## src/rtl/ebi_pkg.sv

```systemverilog
`timescale 1ns / 1ps
package ebi_pkg;
    localparam int MaxPointsDef = 256;
    localparam int FracBitsDef  = 8;
    localparam int PosW   = 32;
    localparam int AttW   = 16;
    localparam int LevelW = 26;
    localparam int PeakW  = 25;
    localparam int CfgW   = 25;
    localparam int CountW = 9;
    localparam int SegW   = 8;

    localparam logic CFG_POINT_COUNT = 1'b0;
    localparam logic CFG_PEAK        = 1'b1;
    localparam logic MODE_WRITE      = 1'b0;
    localparam logic MODE_QUERY      = 1'b1;

    typedef struct packed {
        logic            mode;
        logic [7:0]      point_index;
        logic [PosW-1:0] point_position;
        logic [AttW-1:0] point_attenuation;
        logic [PosW-1:0] sample_position;
    } in_item_t;

    typedef struct packed {
        logic signed [LevelW-1:0] envelope_level;
        logic [SegW-1:0]          segment_index;
    } out_item_t;
endpackage

```

## src/rtl/ebi_div.sv

```systemverilog
`timescale 1ns / 1ps
module ebi_div import ebi_pkg::*; #(
    parameter int NumW = 64,
    parameter int DenW = 32
) (
    input  logic            aclk,
    input  logic            aresetn,
    input  logic            start,
    input  logic [NumW-1:0] num,
    input  logic [DenW-1:0] den,
    output logic            busy,
    output logic [NumW-1:0] quot
);
    localparam int CntW = $clog2(NumW + 1);
    logic [NumW-1:0] q_reg, q_next;
    logic [DenW:0]   r_reg, r_next;
    logic [DenW-1:0] d_reg;
    logic [CntW-1:0] cnt_reg, cnt_next;
    logic [DenW:0]   trial;

    always_comb begin
        q_next = q_reg;
        r_next = r_reg;
        cnt_next = cnt_reg;
        trial = {r_reg[DenW-1:0], q_reg[NumW-1]};
        if (start) begin
            q_next = num;
            r_next = '0;
            cnt_next = CntW'(NumW);
        end else if (cnt_reg != '0) begin
            // restoring step, one quotient bit a cycle
            q_next = {q_reg[NumW-2:0], 1'b0};
            if (trial >= {1'b0, d_reg}) begin
                r_next = trial - {1'b0, d_reg};
                q_next[0] = 1'b1;
            end else begin
                r_next = trial;
            end
            cnt_next = cnt_reg - 1'b1;
        end
    end

    always_ff @(posedge aclk) begin
        if (!aresetn) begin
            cnt_reg <= '0;
        end else begin
            cnt_reg <= cnt_next;
        end
        q_reg <= q_next;
        r_reg <= r_next;
        if (start) begin
            d_reg <= den;
        end
    end

    assign busy = (cnt_reg != '0);
    assign quot = q_reg;
endmodule

```

## config.mk

```make
export PLATFORM = sky130hd
export DESIGN_NAME = ebi_div
export DESIGN_NICKNAME = d
export VERILOG_FILES = /design/src/rtl/ebi_pkg.sv /design/src/rtl/ebi_div.sv
export SDC_FILE = /design/constraint.sdc
export NUM_CORES = 1
export LEC_CHECK = 0
export ABC_AREA = 1
export BUFFER_PORTS_ARGS = -buffer_cell sky130_fd_sc_hd__buf_4
export CAP_MARGIN = 15
export CELL_PAD_IN_SITES_DETAIL_PLACEMENT = 1
export CELL_PAD_IN_SITES_GLOBAL_PLACEMENT = 2
export CORE_ASPECT_RATIO = 1.75
export CORE_MARGIN = 2
export CORE_UTILIZATION = 34
export CTS_CLUSTER_SIZE = 30
export DETAILED_ROUTE_END_ITERATION = 10
export HOLD_SLACK_MARGIN = 0.15
export PLACE_DENSITY = 0.91
export SLEW_MARGIN = 20
export SYNTH_ARGS = -nofsm -noshare
export SYNTH_HDL_FRONTEND = slang
export SYNTH_SLANG_ARGS = --single-unit
```

## constraint.sdc

```tcl
create_clock -name aclk -period 3.45 [get_ports aclk]
set_input_delay 0.1725 -clock aclk [delete_from_list [all_inputs] [get_ports aclk]]
set_output_delay 0.1725 -clock aclk [all_outputs]
set_load 0.005 [all_outputs]
```

Word level (Yosys, flattened, before mapping)
Index checks and enable logic that the tools add are counted.
- register bits: 135
- output and inout port bits: 65
- logic and storage cells: 18
- add/subtract/negate cells: 2
- magnitude comparators: 1
- mux-type cells: 6
- bitwise operators: 1
- reductions and logical operators: 3
- operators with widths (kind ; count):
    64-bit 2-to-1 mux ; 2
    33-bit by 32-bit greater-or-equal comparator with 1-bit output ; 1
    32-bit 2-to-1 mux ; 1
    32-bit subtractor ; 1
    7-bit 2-to-1 mux ; 2
    7-bit nonzero test ; 1
    7-bit by 1-bit subtractor with 7-bit output (second input constant) ; 1
    2-bit nonzero test ; 1
    2-bit OR reduction ; 1
    1-bit 2-to-1 mux ; 1
    1-bit inverter ; 1

Longest topological paths before layout
Gate-level depths: netlist of the first run.
- word-level depth: 4
- depth in mapped cells: 17
- depth with buffers taken out: 16

Least setup slack after synthesis of the first run
OpenSTA, ideal clock, no wires.
- path kind: reg2reg
- start point: register cnt_reg[0]
- end point: register q_reg[0] (netlist: quot[0]) (enable)
- library setup time: 396 ps
- data arrival time: 1885 ps
- path slack: 1169 ps
- stages on the path, launching flop included: 11
- cell sequence: dfxtp_1 -> inv_1 -> ha_1 -> nand2_1 -> nor3_2 -> inv_2 -> nor2_2 -> inv_2 -> nor2_2 -> inv_1 -> buf_2
- word-level cells in the longest chain between the ends: 2
- ends and longest elaborated chain (item ; RTL line ; RTL):
    from (decl) ; ebi_div.sv:18 ; logic [CntW-1:0] cnt_reg, cnt_next;
    from (signal assigned) ; ebi_div.sv:47 ; cnt_reg <= cnt_next;
    7-bit nonzero test ; -- ;
    named net busy ; ebi_div.sv:11 ; output logic busy,
    2-bit nonzero test (no source line) ; -- ;
    to (signal assigned) ; ebi_div.sv:49 ; q_reg <= q_next;
    to (decl) ; ebi_div.sv:15 ; logic [NumW-1:0] q_reg, q_next;
The timed path passes the listed nets, and every way through them passes these cells.
A chain may end at the register's enable or synchronous reset.

Final worst setup path of the first run
- start point: register d_reg[12]
- end point: register r_reg[10]
- word-level cells in the longest chain between the ends: 2
- ends and longest elaborated chain (item ; RTL line ; RTL):
    from (decl) ; ebi_div.sv:17 ; logic [DenW-1:0] d_reg;
    from (signal assigned) ; ebi_div.sv:52 ; d_reg <= den;
    33-bit by 32-bit greater-or-equal comparator with 1-bit output ; ebi_div.sv:33 ; if (trial >= {1'b0, d_reg}) begin
    32-bit 2-to-1 mux ; ebi_div.sv:33 ;
    to (signal assigned) ; ebi_div.sv:50 ; r_reg <= r_next;
    to (decl) ; ebi_div.sv:16 ; logic [DenW:0] r_reg, r_next;
Every way passes these cells.

==> flow_summary.toml, run 1 <==
[status]
run_status = "finished, final reports clean"

[floorplan]
placementRows = 75
design.core.area_sq_um = 23900
pin_count = 164
start_util_pct = 34.6
die_width_um = 122
die_area_sq_um = 25600
die_height_um = 210

[cts]
clkSinkCount = 135
htree_depth = 4
clock_latency_ns = 0.46
root_buffer = "clkbuf_16"
cts-root-to-sink-buffers = 2
clkSlewWorstSetupHoldPaths_ns = 0.06
cts_inserted_buffers = 17
post_cts_buffers = 0
tritoncts = "done"

[finish]
largest_register_ffs = 64
number_of_nets_in_the_final_layout = 1522
postLayoutCoreUtil_pct = 47.7
insertedDiodeCount = 0
drive_gt1_share_pct = 18.1
seqCellArea_sq_um = 3660
num-fill-cells = 2946
multiInputGateArea_sq_um = 3750
postLayoutCellArea_sq_um = 11400
area.growth.synth_to_final_pct = 38.1

[setup_path]
crit_buf_inv = 2
timing.rr.end = "r_reg[10]$_SDFFE_PP0P_"
crit_path_frequent_cell = "nand2_1"
timing.critical_path.from_type = "flip-flop"
critical_path_cell_count = 13
path_delay_family = "simple AND/OR/NAND/NOR gates"
r2r-start = "d_reg[12]$_DFFE_PP_"
critPathCapture = "r_reg[10]$_SDFFE_PP0P_"
worstPathCellList = "inv_1 > ha_1 > nand2_1 > nor2_1 > nand2_1 > inv_2 > nand2_2 > nand2_2 > nand2_4 > nand2_4 > nand2_1 > nand3_1 > o21ai_1"
worst_ep_required_ns = 3.78
timing.reg2reg.setup_slack_ns = 0.78
cell_with_the_largest_stage_delay_on_the_worst_path = "nand2_4"
critPathArrivalTime_ns = 3.00
setup.worst_path.class = "reg -> reg"
slowest_stage_delay_cp_ns = 0.44
critical_path_peak_fanout = 31
worstSetupEndpointType = "flip-flop"
startpoint_of_the_most_critical_setup_path = "d_reg[12]$_DFFE_PP_"
worst_r2r_path_depth = 13

[timing]
tns_ns = 0
worst_pin_slew_ns = 1.01
min_period_ns = 2.67
setup_repair_after_global_routing_missed_its_margin = "no"
hold-worst-slack_ns = 0.435
final-hold-violation-count = 0
report.final.slew_viol_count = 0
timing.final.setup_violations = 0
layout_worst_path_cycle_share_pct = 77.4
timing.fmax_ghz = 0.374
skew_ns = 0.0121
slew_headroom_pct = 32.4

[yosys]
number_of_synthesized_register_bits = 135
ys_seq_area_share_pct = 44.3
dominant_cell_by_count_in_the_synthesized_netlist = "nand2_1"
synth-edff-count = 96
postSynthAreaPerCell_sq_um = 7.31
synth_top_area_share_pct = 34.9
synthesis.yosys.warnings = 0
syn_area_sq_um = 8270
synthDominantAreaCellType = "edfxtp_1"
synth_top_cells_by_area = "edfxtp_1 35%, nand2_1 23%, dfxtp_1 9.4%, inv_1 7.9%, ha_1 5.0%"
postSynthCellCount = 1131
ys_dominant_reg_cell = "edfxtp_1"
syn_nets = 1264
synthTopCellsByCount = "506 x nand2_1, 174 x inv_1, 96 x edfxtp_1, 73 x nand3_1, 44 x nor2_1"
number_of_unique_standard_cell_types_used_by_synthesis = 36
ys_async_sr_fraction_pct = 0

[pwr]
leakage_uw = 0.00593
report.power.total_uw = 7230
clkPwrFrac_pct = 28.4
power-per-cell-area_nw_per_um2 = 633
p_comb_share_pct = 38.2
share_seq_of_total_power_pct = 33.4
switching_share_pct = 37.0
net_load_switching_power_uw = 2680
internal-power_uw = 4560
vdd.ir_drop.worst_mv = 0.360

[drt]
detail_route.wirelength_mm = 29.8
drt_first_iter_violations = 290
drtAntennaViolNets = 0
avgRoutedWirePerCell_um = 17.4
detailed_route_drc_error_count = 0
via_count = 8137
route.detailed.vias_per_inst = 4.76
detail_route.first_pass.iterations = 4

[global_routing]
aggregate_global_routing_overflow = 0
via_count_of_the_first_global_routing_pass = 9137
wire_length_of_the_first_global_routing_pass_mm = 47.2
grt_start_max_net_pins = 82
grt_usage_pct = 24.3
antenna_found_initial = 0

[placement]
placedInstanceArea_sq_um = 9790
finalWeightedCongestion = 0.915
place_hpwl_mm = 20.7
port_buffers = 163

[hold_path]
min-delay-path-class = "in -> reg"
instance_count_along_the_most_critical_hold_path = 2

[job]
maxCapViolations = 0
==> through the flow <==
stage          worst slack (ns)  instances
3_3_place_gp              0.837       1580
6_report                  0.780       1710
2_1_floorplan              1.17       1131
3_5_place_dp              0.789       1580
4_1_cts                   0.766       1710
5_1_grt                   0.610       1710
==> cells by family after synthesis <==
kind of cell / synth area share [%]
simple gates: 35.6
buf+inv: 10.4
flops: 44.3
compound gates: 2.65
fa+ha+maj: 5.24
xor+xnor: 1.80
==> power by group through the flow <==
stage | Combinational, uW | Clock, uW | Sequential (uW)
after global routing | 3070 | 2150 | 2460
after global placement | 2630 | 0 | 2430
after floorplan | 1660 | 0 | 2390
final | 2760 | 2050 | 2420
after CTS | 2780 | 2090 | 2410
after detailed placement | 2670 | 0 | 2430
==> cells in the final DEF (no fill, tap or decap), types with 3 or more instances in the layout <==
| master | instances |
|---|---|
| bufinv_16 | 5 |
| inv_2 | 13 |
| xnor2_1 | 16 |
| ha_1 | 33 |
| clkinvlp_4 | 4 |
| a21oi_1 | 21 |
| nand4_1 | 10 |
| dfxtp_1 | 39 |
| nand2_1 | 506 |
| nand2_2 | 7 |
| and2_1 | 5 |
| o21ai_0 | 3 |
| nor2_2 | 10 |
| dlygate4sd3_1 | 98 |
| o21ai_1 | 12 |
| nand3_2 | 11 |
| buf_4 | 169 |
| nand3b_1 | 13 |
| inv_1 | 172 |
| nor2_4 | 3 |
| nand3_1 | 73 |
| clkbuf_16 | 17 |
| edfxtp_1 | 96 |
| nor2_1 | 43 |
==> layer usage <==
metal / vias to the layer above / wire (um) / track usage [%]
li1: 4029 / - / -
met1: 3829 / 10400 / 23.5
met2: 212 / 16800 / 46.9
met3: 67 / 1360 / 5.36
met4: 0 / 1140 / 12.0
met5: - / 0 / 0
==> worst reg2reg max path: stages (launching register included) <==
cell and delay, ns:
edfxtp_1 0.33, inv_1 0.05, ha_1 0.42, nand2_1 0.15, nor2_1 0.28, nand2_1 0.11
inv_2 0.08, nand2_2 0.06, nand2_2 0.10, nand2_4 0.21, nand2_4 0.45, nand2_1 0.14
nand3_1 0.09, o21ai_1 0.07
==> area by class of cell <==
type                            count  area share [%]
Clock inverter                     15            1.96
Timing Repair Buffer              268            19.9
Clock buffer                       17            3.73
Multi-Input combinational cell    782            32.9
Tap cell                          308            3.38
Inverter                          185            6.08
Sequential cell                   135            32.1
==> worst min path at each step <==
stage,slack (ns),from,to
2_1_floorplan,0.27,den[0],d_reg[0]$_DFFE_PP_
3_3_place_gp,0.35,den[14],d_reg[14]$_DFFE_PP_
3_5_place_dp,0.35,den[15],d_reg[15]$_DFFE_PP_
4_1_cts,0.42,den[25],d_reg[25]$_DFFE_PP_
5_1_grt,0.44,den[24],d_reg[24]$_DFFE_PP_
6_report,0.44,den[23],d_reg[23]$_DFFE_PP_
==> repair_timing <==
item                      4_1_cts  5_1_grt
hold endpoints to repair      100        0
hold buffers                   98        0
gates resized for setup         0        0
(Power assumes the default switching activity.)
==> run 2: changes to the inputs <==
CORE_UTILIZATION = 28   (was 34)
PLACE_DENSITY = 0.8   (was 0.91)
clock period = 2.4 ns   (was 3.45 ns; I/O delays follow)
==> run 2 against run 1 <==
Compared with the run above:
- first-iteration DRC count decreased by 17%
- clock-buffer cell count increased by 1
- maximum frequency increased by 19%
- highest routed layer unchanged
- die area increased by 21%
- combinational power increased by 51%
- wire length decreased by 0.53%
==> flow_summary.toml, run 2 (synthesis gave the netlist of run 1 again) <==
[status]
run_status = "finished, final reports clean"

[drt]
avgRoutedWirePerCell_um = 16.4
drt_first_iter_violations = 242
drtAntennaViolNets = 0
via_count = 8158
detail_route.first_pass.iterations = 4
detailed_route_drc_error_count = 0
detail_route.wirelength_mm = 29.6
route.detailed.vias_per_inst = 4.51

[pwr]
net_load_switching_power_uw = 3850
p_comb_share_pct = 40.2
power-per-cell-area_nw_per_um2 = 883
vdd.ir_drop.worst_mv = 0.538
internal-power_uw = 6520
switching_share_pct = 37.1
share_seq_of_total_power_pct = 33.3
leakage_uw = 0.00608
clkPwrFrac_pct = 26.5

[timing]
final-hold-violation-count = 0
report.final.slew_viol_count = 0
layout_worst_path_cycle_share_pct = 93.3
timing.fmax_ghz = 0.447
min_period_ns = 2.24
worst_pin_slew_ns = 0.601
hold-worst-slack_ns = 0.208
skew_ns = 0.00849
timing.final.setup_violations = 0
slew_headroom_pct = 59.9
setup_repair_after_global_routing_missed_its_margin = "yes"

[floorplan]
pin_count = 164
start_util_pct = 28.3
die_height_um = 231
placementRows = 83
die_width_um = 134
design.core.area_sq_um = 29200
die_area_sq_um = 31000

[finish]
commonest_non_fill_non_tap_cell_in_the_layout = "nand2_1"
layout.cells.most_common_list = "502 x nand2_1, 189 x buf_4, 172 x inv_1"
drive_gt1_share_pct = 20.2
largest_register_ffs = 64
seqCellArea_sq_um = 3660
postLayoutCellArea_sq_um = 11700
num-fill-cells = 3558
area.growth.synth_to_final_pct = 41.9
number_of_nets_in_the_final_layout = 1547
insertedDiodeCount = 0
multiInputGateArea_sq_um = 3780

[cts]
clkSinkCount = 135
htree_depth = 4
clock_latency_ns = 0.44
root_buffer = "clkbuf_16"
cts-root-to-sink-buffers = 2
tritoncts = "done"
cts_inserted_buffers = 17
clkSlewWorstSetupHoldPaths_ns = 0.06

[setup_path]
cell_with_the_largest_stage_delay_on_the_worst_path = "edfxtp_1"
slowest_stage_delay_cp_ns = 0.40
crit_path_frequent_cell = "nand2_1"
critical_path_peak_fanout = 4
worstSetupEndpointType = "flip-flop"
worst_ep_required_ns = 2.73
path_delay_family = "simple AND/OR/NAND/NOR gates"
critPathArrivalTime_ns = 2.57
crit_buf_inv = 2
worstPathCellList = "inv_1 > ha_1 > inv_1 > fa_2 > nand3_1 > nand3_2 > nand2_2 > nand2_2 > nand2_1 > nand2_2 > nand2_2 > nand2_1 > nand2_1 > nand3_2 > nand2_1 > nand2_1"
setup.worst_path.class = "reg -> reg"
timing.critical_path.from_type = "flip-flop"

[global_routing]
grt_start_max_net_pins = 79
antenna_found_initial = 0
aggregate_global_routing_overflow = 0
grt_usage_pct = 19.8
via_count_of_the_first_global_routing_pass = 9066
wire_length_of_the_first_global_routing_pass_mm = 46.9

[placement]
port_buffers = 163
place_hpwl_mm = 22.5
placedInstanceArea_sq_um = 10100
finalWeightedCongestion = 0.929

[hold_path]
min-delay-path-class = "in -> reg"

[job]
maxCapViolations = 0
## run 2: cell types whose count changed in the layout (fill, tap and decap cells not counted), moves of 3 or more
| cell | delta |
|---|---|
| nand2_1 | -4 |
| nand2_2 | +4 |
| clkinv_2 | +3 |
| buf_4 | +20 |
| buf_12 | +5 |
| clkinvlp_4 | -3 |
## run 2: cell type report
cell class	count	share of cell area [%]
Tap cell	382	4.07
Timing Repair Buffer	293	21.5
Clock buffer	18	3.66
Sequential cell	135	31.2
Clock inverter	14	1.47
Multi-Input combinational cell	782	32.2
Inverter	185	5.92
## run 2: repair_timing
item,in CTS,in global routing
buffers inserted,1,0
hold endpoints to repair,103,0
hold buffers,97,0
gates resized for setup,3,8
endpoints found under the setup margin,2,25
pin swaps,1,0
## run 2: power by group through the flow
stage	Clock, uW	Combinational [uW]	Sequential [uW]
floorplan	0	2380	3440
global placement	0	4030	3470
detailed placement	0	4070	3480
CTS	2850	4220	3450
global route	2920	4680	3510
finish	2750	4170	3450
## run 2: final timing paths
kind                      startpoint                      end  slack [ns]  cells after the start
max               quot[63]$_DFFE_PP_   r_reg[28]$_SDFFE_PP0P_        0.16                     16
min                            start   r_reg[21]$_SDFFE_PP0P_        0.21                      4
max reg2reg       quot[63]$_DFFE_PP_   r_reg[28]$_SDFFE_PP0P_        0.16                     16
min reg2reg  cnt_reg[3]$_SDFFE_PP0P_  cnt_reg[3]$_SDFFE_PP0P_        0.47                      2
## run 2: tightest hold or removal path: cells and delay by family
family	cells	cell delay, ns
buf+inv	1	0.17
simple gates	3	0.29
## run 2: layer usage
layer	global-route usage [%]	vias up	wire (um)
met5	0	-	0
met4	9.84	0	1250
met3	3.96	59	1050
met2	39.5	179	16800
met1	18.7	3850	10500
li1	-	4070	-
## run 2: stage by stage
stage / cells / TNS, ns / power, uW / util (%) / setup WS (ns)
floorplan: 1131 / 0 / 5820 / - / 0.119
global placement: 1679 / -0.0613 / 7500 / 34.7 / -0.0526
detailed placement: 1679 / -0.135 / 7550 / 34.7 / -0.135
CTS: 1809 / 0 / 10500 / 40.1 / 0.0155
global route: 1809 / -0.0163 / 11100 / 40.2 / -0.0163
finish: 1809 / 0 / 10400 / 40.2 / 0.161
